[config.mk]
export PLATFORM = sky130hd
export DESIGN_NAME = canonical_huffman_decoder_core
export DESIGN_NICKNAME = d
export VERILOG_FILES = /design/src/rtl/core/chd_pkg.sv /design/src/rtl/core/chd_ram.sv /design/src/rtl/core/chd_ctrl.sv /design/src/rtl/core/canonical_huffman_decoder_core.sv
export SDC_FILE = /design/constraint.sdc
export NUM_CORES = 2
export LEC_CHECK = 0
export BUFFER_PORTS_ARGS = -buffer_cell sky130_fd_sc_hd__clkbuf_2
export CAP_MARGIN = 30
export CORE_ASPECT_RATIO = 0.5
export CORE_UTILIZATION = 40
export CTS_BUF_LIST = sky130_fd_sc_hd__clkbuf_8
export CTS_CLUSTER_DIAMETER = 120
export DETAILED_ROUTE_END_ITERATION = 6
export GPL_TIMING_DRIVEN = 0
export SYNTH_ARGS = -nofsm -noshare
export SYNTH_HDL_FRONTEND = slang
export SYNTH_SLANG_ARGS = --single-unit
[constraint.sdc]
create_clock -name i_clk -period 7.9 [get_ports i_clk]
set_clock_uncertainty 0.1 [all_clocks]
set_input_delay 1.58 -clock i_clk [delete_from_list [all_inputs] [get_ports i_clk]]
set_output_delay 1.58 -clock i_clk [all_outputs]
set_load 0.05 [all_outputs]
[src/rtl/core/chd_pkg.sv]
// ----------------------------------------------------------------------------
// chd_pkg
// Shared types, codes and defaults of the canonical huffman decoder core.
// ----------------------------------------------------------------------------
package chd_pkg;

    localparam int MAX_CODE_LENGTH_DEF = 16;
    localparam int SYMBOL_COUNT_DEF    = 256;

    localparam logic [1:0] OP_SYM  = 2'd0;
    localparam logic [1:0] OP_CNT  = 2'd1;
    localparam logic [1:0] OP_DATA = 2'd2;

    typedef struct packed {
        logic [1:0] opcode;
        logic [7:0] slot;
        logic [8:0] payload;
    } t_in_beat;

    typedef struct packed {
        logic [7:0] symbol;
        logic       bad_code;
        logic       last;
    } t_out_beat;

    typedef enum logic [2:0] {
        ST_IDLE,
        ST_PRE0,
        ST_PRE1,
        ST_BIT,
        ST_EMIT,
        ST_FLUSH
    } t_state;

endpackage

[src/rtl/core/chd_ram.sv]
// ----------------------------------------------------------------------------
// chd_ram
// Generic single write port, single read port RAM with registered read.
// ----------------------------------------------------------------------------
module chd_ram #(
    parameter int WIDTH = 8,
    parameter int DEPTH = 256
) (
    input  logic                     i_clk,
    input  logic                     i_we,
    input  logic [$clog2(DEPTH)-1:0] i_waddr,
    input  logic [WIDTH-1:0]         i_wdata,
    input  logic                     i_re,
    input  logic [$clog2(DEPTH)-1:0] i_raddr,
    output logic [WIDTH-1:0]         o_rdata
);

    logic [WIDTH-1:0] r_mem [DEPTH];
    logic [WIDTH-1:0] r_rdata;

    always_ff @(posedge i_clk) begin
        if (i_we) begin
            r_mem[i_waddr] <= i_wdata;
        end
        if (i_re) begin
            r_rdata <= r_mem[i_raddr];
        end
    end

    assign o_rdata = r_rdata;

endmodule

[src/rtl/core/chd_ctrl.sv]
// ----------------------------------------------------------------------------
// chd_ctrl
// Bit-serial decode sequencer: table loads, count reads per bit, canonical
// code compare and symbol fetch.
// ----------------------------------------------------------------------------
module chd_ctrl
    import chd_pkg::*;
#(
    parameter int MAX_CODE_LENGTH = MAX_CODE_LENGTH_DEF,
    parameter int SYMBOL_COUNT    = SYMBOL_COUNT_DEF,
    localparam int LW = $clog2(MAX_CODE_LENGTH + 1),
    localparam int SW = $clog2(SYMBOL_COUNT)
) (
    input  logic            i_clk,
    input  logic            i_rst_n,
    input  logic            i_in_valid,
    output logic            o_in_ready,
    input  t_in_beat        i_in,
    output logic            o_res_valid,
    input  logic            i_res_space,
    output t_out_beat       o_res,
    output logic            o_sym_we,
    output logic [SW-1:0]   o_sym_waddr,
    output logic [7:0]      o_sym_wdata,
    output logic            o_sym_re,
    output logic [SW-1:0]   o_sym_raddr,
    input  logic [7:0]      i_sym_rdata,
    output logic            o_cnt_we,
    output logic [LW-1:0]   o_cnt_waddr,
    output logic [8:0]      o_cnt_wdata,
    output logic            o_cnt_re,
    output logic [LW-1:0]   o_cnt_raddr,
    input  logic [8:0]      i_cnt_rdata
);

    localparam int FW = MAX_CODE_LENGTH + 1;
    localparam int CW = (FW > 10) ? FW : 10;
    localparam logic [CW:0]   HALF_CAP = (CW + 1)'((1 << MAX_CODE_LENGTH) - 1);
    localparam logic [CW-1:0] SYM_LIM  = CW'(SYMBOL_COUNT);

    t_state                     r_state, n_state;
    logic [MAX_CODE_LENGTH-1:0] r_code;
    logic [FW-1:0]              r_first;
    logic [8:0]                 r_base;
    logic [LW-1:0]              r_len;
    logic [8:0]                 r_lo;
    logic [7:0]                 r_byte;
    logic [2:0]                 r_bit;
    logic [MAX_CODE_LENGTH:0]   r_cnt_vld;
    logic                       r_hi_vld;
    logic                       r_pend_bad;
    logic                       r_pend_last;
    logic                       r_pend_ram;
    logic [7:0]                 r_held_sym;
    logic                       r_held_bad;
    logic                       r_held_vld;

    logic                       w_accept;
    logic                       w_emit_go;
    logic                       w_bit;
    logic [8:0]                 w_hi;
    logic [8:0]                 w_count;
    logic [MAX_CODE_LENGTH:0]   w_shift;
    logic [FW-1:0]              w_code_x;
    logic [FW-1:0]              w_diff;
    logic                       w_match;
    logic [CW-1:0]              w_pos;
    logic                       w_in_range;
    logic [LW-1:0]              w_len_n;
    logic                       w_full;
    logic [9:0]                 w_base_sum;
    logic [8:0]                 w_base_n;
    logic [CW:0]                w_first_sum;
    logic [FW-1:0]              w_first_n;

    assign w_accept = i_in_valid && (r_state == ST_IDLE);

    // a result is held back one step so the final one of a byte can carry last
    assign w_emit_go = !r_held_vld || i_res_space;

    // canonical compare for the current bit
    always_comb begin
        w_bit       = r_byte[r_bit];
        w_hi        = r_hi_vld ? i_cnt_rdata : '0;
        w_count     = (w_hi > r_lo) ? (w_hi - r_lo) : '0;
        w_shift     = {r_code, w_bit};
        w_code_x    = {1'b0, w_shift[MAX_CODE_LENGTH-1:0]};
        w_diff      = w_code_x - r_first;
        w_match     = (w_code_x >= r_first) && (CW'(w_diff) < CW'(w_count));
        w_pos       = CW'(r_base) + CW'(w_diff);
        w_in_range  = w_pos < SYM_LIM;
        w_len_n     = r_len + LW'(1);
        w_full      = w_len_n >= LW'(MAX_CODE_LENGTH);
        w_base_sum  = 10'(r_base) + 10'(w_count);
        w_base_n    = (w_base_sum > 10'd511) ? 9'h1FF : w_base_sum[8:0];
        w_first_sum = (CW + 1)'(r_first) + (CW + 1)'(w_count);
        w_first_n   = (w_first_sum > HALF_CAP) ? '1
                                               : {w_first_sum[FW-2:0], 1'b0};
    end

    // next state
    always_comb begin
        n_state = r_state;
        unique case (r_state)
            ST_IDLE: begin
                if (w_accept && (i_in.opcode == OP_DATA)) begin
                    n_state = ST_PRE0;
                end
            end
            ST_PRE0: begin
                n_state = ST_PRE1;
            end
            ST_PRE1: begin
                n_state = ST_BIT;
            end
            ST_BIT: begin
                if (w_match || w_full) begin
                    n_state = ST_EMIT;
                end else if (r_bit == 3'd0) begin
                    n_state = r_held_vld ? ST_FLUSH : ST_IDLE;
                end
            end
            ST_EMIT: begin
                if (w_emit_go) begin
                    n_state = r_pend_last ? ST_FLUSH : ST_BIT;
                end
            end
            ST_FLUSH: begin
                if (i_res_space) begin
                    n_state = ST_IDLE;
                end
            end
            default: n_state = ST_IDLE;
        endcase
    end

    // outputs
    always_comb begin
        o_in_ready  = 1'b0;
        o_res_valid = 1'b0;
        o_sym_we    = 1'b0;
        o_sym_re    = 1'b0;
        o_cnt_we    = 1'b0;
        o_cnt_re    = 1'b0;
        o_cnt_raddr = r_len;
        o_sym_raddr = w_pos[SW-1:0];
        unique case (r_state)
            ST_IDLE: begin
                o_in_ready = 1'b1;
                o_sym_we   = i_in_valid && (i_in.opcode == OP_SYM)
                             && ({1'b0, i_in.slot} < 9'(SYMBOL_COUNT));
                o_cnt_we   = i_in_valid && (i_in.opcode == OP_CNT)
                             && (i_in.slot != 8'd0)
                             && (i_in.slot <= 8'(MAX_CODE_LENGTH));
            end
            ST_PRE0: begin
                o_cnt_re    = 1'b1;
                o_cnt_raddr = r_len;
            end
            ST_PRE1: begin
                o_cnt_re    = 1'b1;
                o_cnt_raddr = w_len_n;
            end
            ST_BIT: begin
                o_cnt_re    = 1'b1;
                o_cnt_raddr = (w_match || w_full) ? LW'(1) : (w_len_n + LW'(1));
                o_sym_re    = w_match && w_in_range;
            end
            ST_EMIT: begin
                o_res_valid = r_held_vld;
            end
            ST_FLUSH: begin
                o_res_valid = 1'b1;
            end
            default: begin
                o_in_ready = 1'b0;
            end
        endcase
    end

    assign o_sym_waddr     = i_in.slot[SW-1:0];
    assign o_sym_wdata     = i_in.payload[7:0];
    assign o_cnt_waddr     = i_in.slot[LW-1:0];
    assign o_cnt_wdata     = i_in.payload;
    assign o_res.symbol    = r_held_sym;
    assign o_res.bad_code  = r_held_bad;
    assign o_res.last      = (r_state == ST_FLUSH);

    always_ff @(posedge i_clk) begin
        if (!i_rst_n) begin
            r_state <= ST_IDLE;
        end else begin
            r_state <= n_state;
        end
    end

    always_ff @(posedge i_clk) begin
        if (!i_rst_n) begin
            r_cnt_vld <= '0;
        end else if (o_cnt_we) begin
            r_cnt_vld[o_cnt_waddr] <= 1'b1;
        end
    end

    always_ff @(posedge i_clk) begin
        if (!i_rst_n) begin
            r_held_vld <= 1'b0;
        end else if ((r_state == ST_EMIT) && w_emit_go) begin
            r_held_vld <= 1'b1;
        end else if ((r_state == ST_FLUSH) && i_res_space) begin
            r_held_vld <= 1'b0;
        end
    end

    always_ff @(posedge i_clk) begin
        if (o_cnt_re) begin
            r_hi_vld <= r_cnt_vld[o_cnt_raddr];
        end
        if (w_accept) begin
            r_byte <= i_in.payload[7:0];
            r_bit  <= 3'd7;
        end
        if (r_state == ST_PRE1) begin
            r_lo <= w_hi;
        end
        if (r_state == ST_BIT) begin
            r_bit       <= r_bit - 3'd1;
            r_pend_last <= (r_bit == 3'd0);
            r_pend_bad  <= !w_match;
            r_pend_ram  <= w_match && w_in_range;
            r_lo        <= (w_match || w_full) ? 9'd0 : w_hi;
        end
        if ((r_state == ST_EMIT) && w_emit_go) begin
            r_held_sym <= r_pend_ram ? i_sym_rdata : 8'd0;
            r_held_bad <= r_pend_bad;
        end
    end

    always_ff @(posedge i_clk) begin
        if (!i_rst_n) begin
            r_code  <= '0;
            r_first <= '0;
            r_base  <= '0;
            r_len   <= '0;
        end else if (r_state == ST_BIT) begin
            if (w_match || w_full) begin
                r_code  <= '0;
                r_first <= '0;
                r_base  <= '0;
                r_len   <= '0;
            end else begin
                r_code  <= w_shift[MAX_CODE_LENGTH-1:0];
                r_first <= w_first_n;
                r_base  <= w_base_n;
                r_len   <= w_len_n;
            end
        end
    end

endmodule

[src/rtl/core/canonical_huffman_decoder_core.sv]
// ----------------------------------------------------------------------------
// canonical_huffman_decoder_core
// Canonical huffman decoder: table loads and bit-serial decode of data bytes.
// ----------------------------------------------------------------------------
// Load beats (symbol entry or cumulative count write) are each taken in the
// idle state. A data beat passes from its accept through the PRE0 and PRE1
// states, which fetch the count bounds from the count memory, then one BIT
// state per compressed bit, set by one count-memory read per bit, and one
// EMIT state per result for its symbol-memory read, plus a closing FLUSH
// state when it produces any result; EMIT and FLUSH wait while the output is
// stalled. Every result is held back one step so the final one of a byte can
// carry last, which costs the extra closing state. Count entries carry valid
// bits, so there is no clearing pass after reset. Results go through an output
// register, so the next beat is taken while a result still waits.
module canonical_huffman_decoder_core
    import chd_pkg::*;
#(
    parameter int MAX_CODE_LENGTH = MAX_CODE_LENGTH_DEF,
    parameter int SYMBOL_COUNT    = SYMBOL_COUNT_DEF
) (
    input  logic      i_clk,
    input  logic      i_rst_n,
    input  logic      i_in_valid,
    output logic      o_in_ready,
    input  t_in_beat  i_in,
    output logic      o_out_valid,
    input  logic      i_out_ready,
    output t_out_beat o_out
);

    localparam int LW = $clog2(MAX_CODE_LENGTH + 1);
    localparam int SW = $clog2(SYMBOL_COUNT);

    logic            sym_we, sym_re, cnt_we, cnt_re;
    logic [SW-1:0]   sym_waddr, sym_raddr;
    logic [7:0]      sym_wdata, sym_rdata;
    logic [LW-1:0]   cnt_waddr, cnt_raddr;
    logic [8:0]      cnt_wdata, cnt_rdata;
    logic            res_valid, res_space;
    t_out_beat       res;
    logic            r_out_vld;
    t_out_beat       r_out;

    assign res_space = !r_out_vld || i_out_ready;

    chd_ram #(.WIDTH(8), .DEPTH(SYMBOL_COUNT)) u_sym_ram (
        .i_clk   (i_clk),
        .i_we    (sym_we),
        .i_waddr (sym_waddr),
        .i_wdata (sym_wdata),
        .i_re    (sym_re),
        .i_raddr (sym_raddr),
        .o_rdata (sym_rdata)
    );

    chd_ram #(.WIDTH(9), .DEPTH(MAX_CODE_LENGTH + 1)) u_cnt_ram (
        .i_clk   (i_clk),
        .i_we    (cnt_we),
        .i_waddr (cnt_waddr),
        .i_wdata (cnt_wdata),
        .i_re    (cnt_re),
        .i_raddr (cnt_raddr),
        .o_rdata (cnt_rdata)
    );

    chd_ctrl #(
        .MAX_CODE_LENGTH (MAX_CODE_LENGTH),
        .SYMBOL_COUNT    (SYMBOL_COUNT)
    ) u_ctrl (
        .i_clk       (i_clk),
        .i_rst_n     (i_rst_n),
        .i_in_valid  (i_in_valid),
        .o_in_ready  (o_in_ready),
        .i_in        (i_in),
        .o_res_valid (res_valid),
        .i_res_space (res_space),
        .o_res       (res),
        .o_sym_we    (sym_we),
        .o_sym_waddr (sym_waddr),
        .o_sym_wdata (sym_wdata),
        .o_sym_re    (sym_re),
        .o_sym_raddr (sym_raddr),
        .i_sym_rdata (sym_rdata),
        .o_cnt_we    (cnt_we),
        .o_cnt_waddr (cnt_waddr),
        .o_cnt_wdata (cnt_wdata),
        .o_cnt_re    (cnt_re),
        .o_cnt_raddr (cnt_raddr),
        .i_cnt_rdata (cnt_rdata)
    );

    // output register
    always_ff @(posedge i_clk) begin
        if (!i_rst_n) begin
            r_out_vld <= 1'b0;
        end else if (res_space) begin
            r_out_vld <= res_valid;
        end
    end

    always_ff @(posedge i_clk) begin
        if (res_space && res_valid) begin
            r_out <= res;
        end
    end

    assign o_out_valid = r_out_vld;
    assign o_out       = r_out;

endmodule
==> run_results.csv <==
group,metric,value,unit
outcome,status,"finished, final reports clean",
drt,drcViolationCount,0,
pwr,pwr-share-clk,0.384,
yosys,ys_seq_area_frac,0.7481,
timing,final-setup-viol-count,0,
yosys,synth-seq-cells,2329,
cts,root_buffer,"clkbuf_8",
pwr,p_sw_frac,0.2231,
critical_path,endpoint_kind,"flop",
yosys,synthArstFlopShare,0,
timing,hold_viol_final,0,
drt,ant_nets,0,
timing,finalCriticalPeriod,7.114,ns
yosys,syn_area,92570,um2
drt,vias_per_cell,5.718,
die,core_area,229300,um2
global_route,grt_usage,0.2092,
yosys,synth-main-ff-cell,"edfxtp_1",
pwr,p_int,18.32,mW
cts,htreeDepth,5,
die,die_w,682.3,um
timing,fmax,140.6,MHz
cts,cts_tree,"yes",
timing,setup_tns,0,ns
pwr,p_leak,32.75,nW
pwr,powerDensity,226.2,nW/um2
die,row_count,124,
layout,final_nets,5003,
cts,cts_resized,0,
critical_path,cp.arrival,7.61,ns
global_route,grt_pass1_vias,47449,
global_route,antenna_found_initial,17,
drt,routed_wl,246.3,mm
job,cap_viol_max_count,0,
timing,relSlewSlack,0.2956,
die,start_util,0.4037,
cts,cts_hold_buffers,0,
placed_design,placement.io_buffers,31,
hold_path,hold_class,"flop to flop",
drt,first_pass_iters,5,
critical_path,cp_max_fo,10,
timing,max_slew.worst_pin.slew,1.054,ns
drt,wl_per_cell,29.85,um
yosys,synth_cell_types,68,
layout,n_fill_cell,19233,
layout,area_growth,12.65,%
drt,num_vias,47183,
die,ioPinCount,35,
layout,multi_input_area,22130,um2
cts,numCtsBuffers,337,
yosys,synth_edf_count,2261,
yosys,synthTopCellsByArea,"edfxtp_1 (73%), mux4_2 (17%), dfxtp_1 (1.5%)",
yosys,synth.largest_area_cell,"edfxtp_1",
placed_design,gp_congestion,0.8523,
pwr,finalPower,23.58,mW
critical_path,cp.required,8.39,ns
yosys,yosysWarnings,0,
pwr,p_sw,5.262,mW
layout,finalInstanceArea,104300,um2
drt,drtIter0Drc,5955,
yosys,synth_most_common_cell,"edfxtp_1",
layout,ff_latch_area,69260,um2
global_route,grt_max_degree,145,
cts,max-clock-path-buffers,4,
yosys,yosys-top-cells-count,"edfxtp_1 (2,261), mux4_2 (682), nor2_1 (314)",
cts,cts.sinks,2329,
critical_path,cp-start-kind,"flop",
placed_design,dp_hpwl,162.1,mm
die,dieArea,233500,um2
die,die_h,342.2,um
pwr,peakVddDrop,0.0001086,V
timing,rsz0062_at_grt,"no",
critical_path,criticalPathCategory,"flop to flop",
yosys,synth.top_cell.area_share,0.7334,
placed_design,post-place-cells,7643,
pwr,p_comb_frac,0.042,
cts,clock_latency,0.98,ns
timing,holdWs,0.3124,ns
global_route,grt_pass1_wl,348.2,mm
cts,path_clk_slew,0.07,ns
yosys,avgSynthCellArea,20.80,um2
pwr,pwr-share-seq,0.575,
timing,period_share,0.9005,
layout,drive_gt1_frac,0.2447,
cts,cts_setup_buffers,0,
yosys,synthCells,4450,
placed_design,placed_area,98010,um2
timing,slew_viol_final,0,
global_route,grt-ovfl-total,0,
layout,instances_no_fill,8252,
-- power by group through the flow --
stage               Sequential (mW)  Combinational (mW)  Clock [mW]
finish                         13.6               0.982        9.05
global route                   13.5                1.03        9.68
global placement               13.9               0.883           0
detailed placement             13.8               0.978           0
floorplan                      13.8               0.452           0
CTS                            13.6               0.979        9.19
-- cell usage in the layout, fill, tap and decap left out, drive strengths merged, types with 14 or more instances in the layout --
master  instances
buf           168
nand3          46
nor2b          27
o21ai          45
nand2         185
mux2i          43
nor2          314
ha             64
o21a           24
xnor2          33
a21boi         44
edfxtp       2261
mux4          682
clkbuf        536
inv           173
clkinv        112
dfxtp          68
xor2           15
o211ai         16
and2           20
nand2b         14
nor3           14
a21oi          97
-- state kept, by name (all words and copies together) (netlist names), 9 cells and up --
name,cells
u_ctrl.r_cnt_vld,17
o_out,10
u_cnt_ram.o_rdata,9
u_cnt_ram.r_mem,153
u_sym_ram.r_mem,2048
u_ctrl.r_base,9
u_ctrl.r_first,17
u_ctrl.r_lo,9
u_ctrl.r_code,15
-- final timing paths --
kind,start,end,slack (ns),cells past startpoint
min reg2reg,u_ctrl.r_held_bad,o_out[1],0.31,0
min,u_ctrl.r_held_bad,o_out[1],0.31,0
max,u_ctrl.r_bit[0],u_cnt_ram.o_rdata[6],0.79,23
max reg2reg,u_ctrl.r_bit[0],u_cnt_ram.o_rdata[6],0.79,23
-- metrics by stage --
step	util	setup WS (ns)
after floorplan	-	2.244
after global placement	0.4213	-0.2237
after detailed placement	0.4274	0.8460
after CTS	0.4538	0.8016
after global routing	0.4548	0.3153
final	0.4548	0.7863
-- layer usage --
layer  vias up  part of all wire  GRT usage
met4         0             0.027    0.05882
met1     25301              0.42     0.3035
met3       384             0.088    0.04016
li1      19305                 -          -
met5         -                 0          0
met2      2193              0.46     0.3250
-- worst max-delay path: stages, from the launching register on --
cell and delay, ns:
edfxtp_1 0.45, mux4_2 0.53, mux2i_1 0.29, ha_1 0.27, inv_1 0.06, fa_1 0.44
a211oi_2 0.34, o21a_1 0.19, o21ai_0 0.10, xor2_1 0.34, ha_1 0.32, and3_1 0.20
a221oi_1 0.30, o2111a_1 0.21, nand4_1 0.10, or4_1 0.54, buf_2 0.21, a21oi_1 0.31
buf_2 0.30, buf_2 0.29, buf_2 0.30, nand2_1 0.09, a22oi_1 0.27, a31oi_1 0.22
-- cell families (layout without fill, tap and decap cells) --
logic type                 Yosys count  in the layout  synth area share
xor gates and xnor gates            48             48          0.004541
adders and majority gates           69             69          0.009732
buffers and inverters              301           1004           0.01329
and+or+nand+nor                    653            653           0.03010
AOI/OAI and AO/OA                  318            318           0.02286
muxes                              731            731            0.1713
DFF                               2329           2329            0.7481
other                                1             13        0.00004051
-- area by class of cell --
type | instances | area share
flip-flops and latches | 2329 | 0.6641
multi-input cells | 1828 | 0.2122
clock buffers | 351 | 0.04633
well taps | 3087 | 0.03704
repair buffers | 114 | 0.01639
clock inverters | 238 | 0.01175
plain buffers | 239 | 0.009839
inverters | 62 | 0.002232
diodes | 4 | 0.00009599
(Power assumes the default switching activity.)
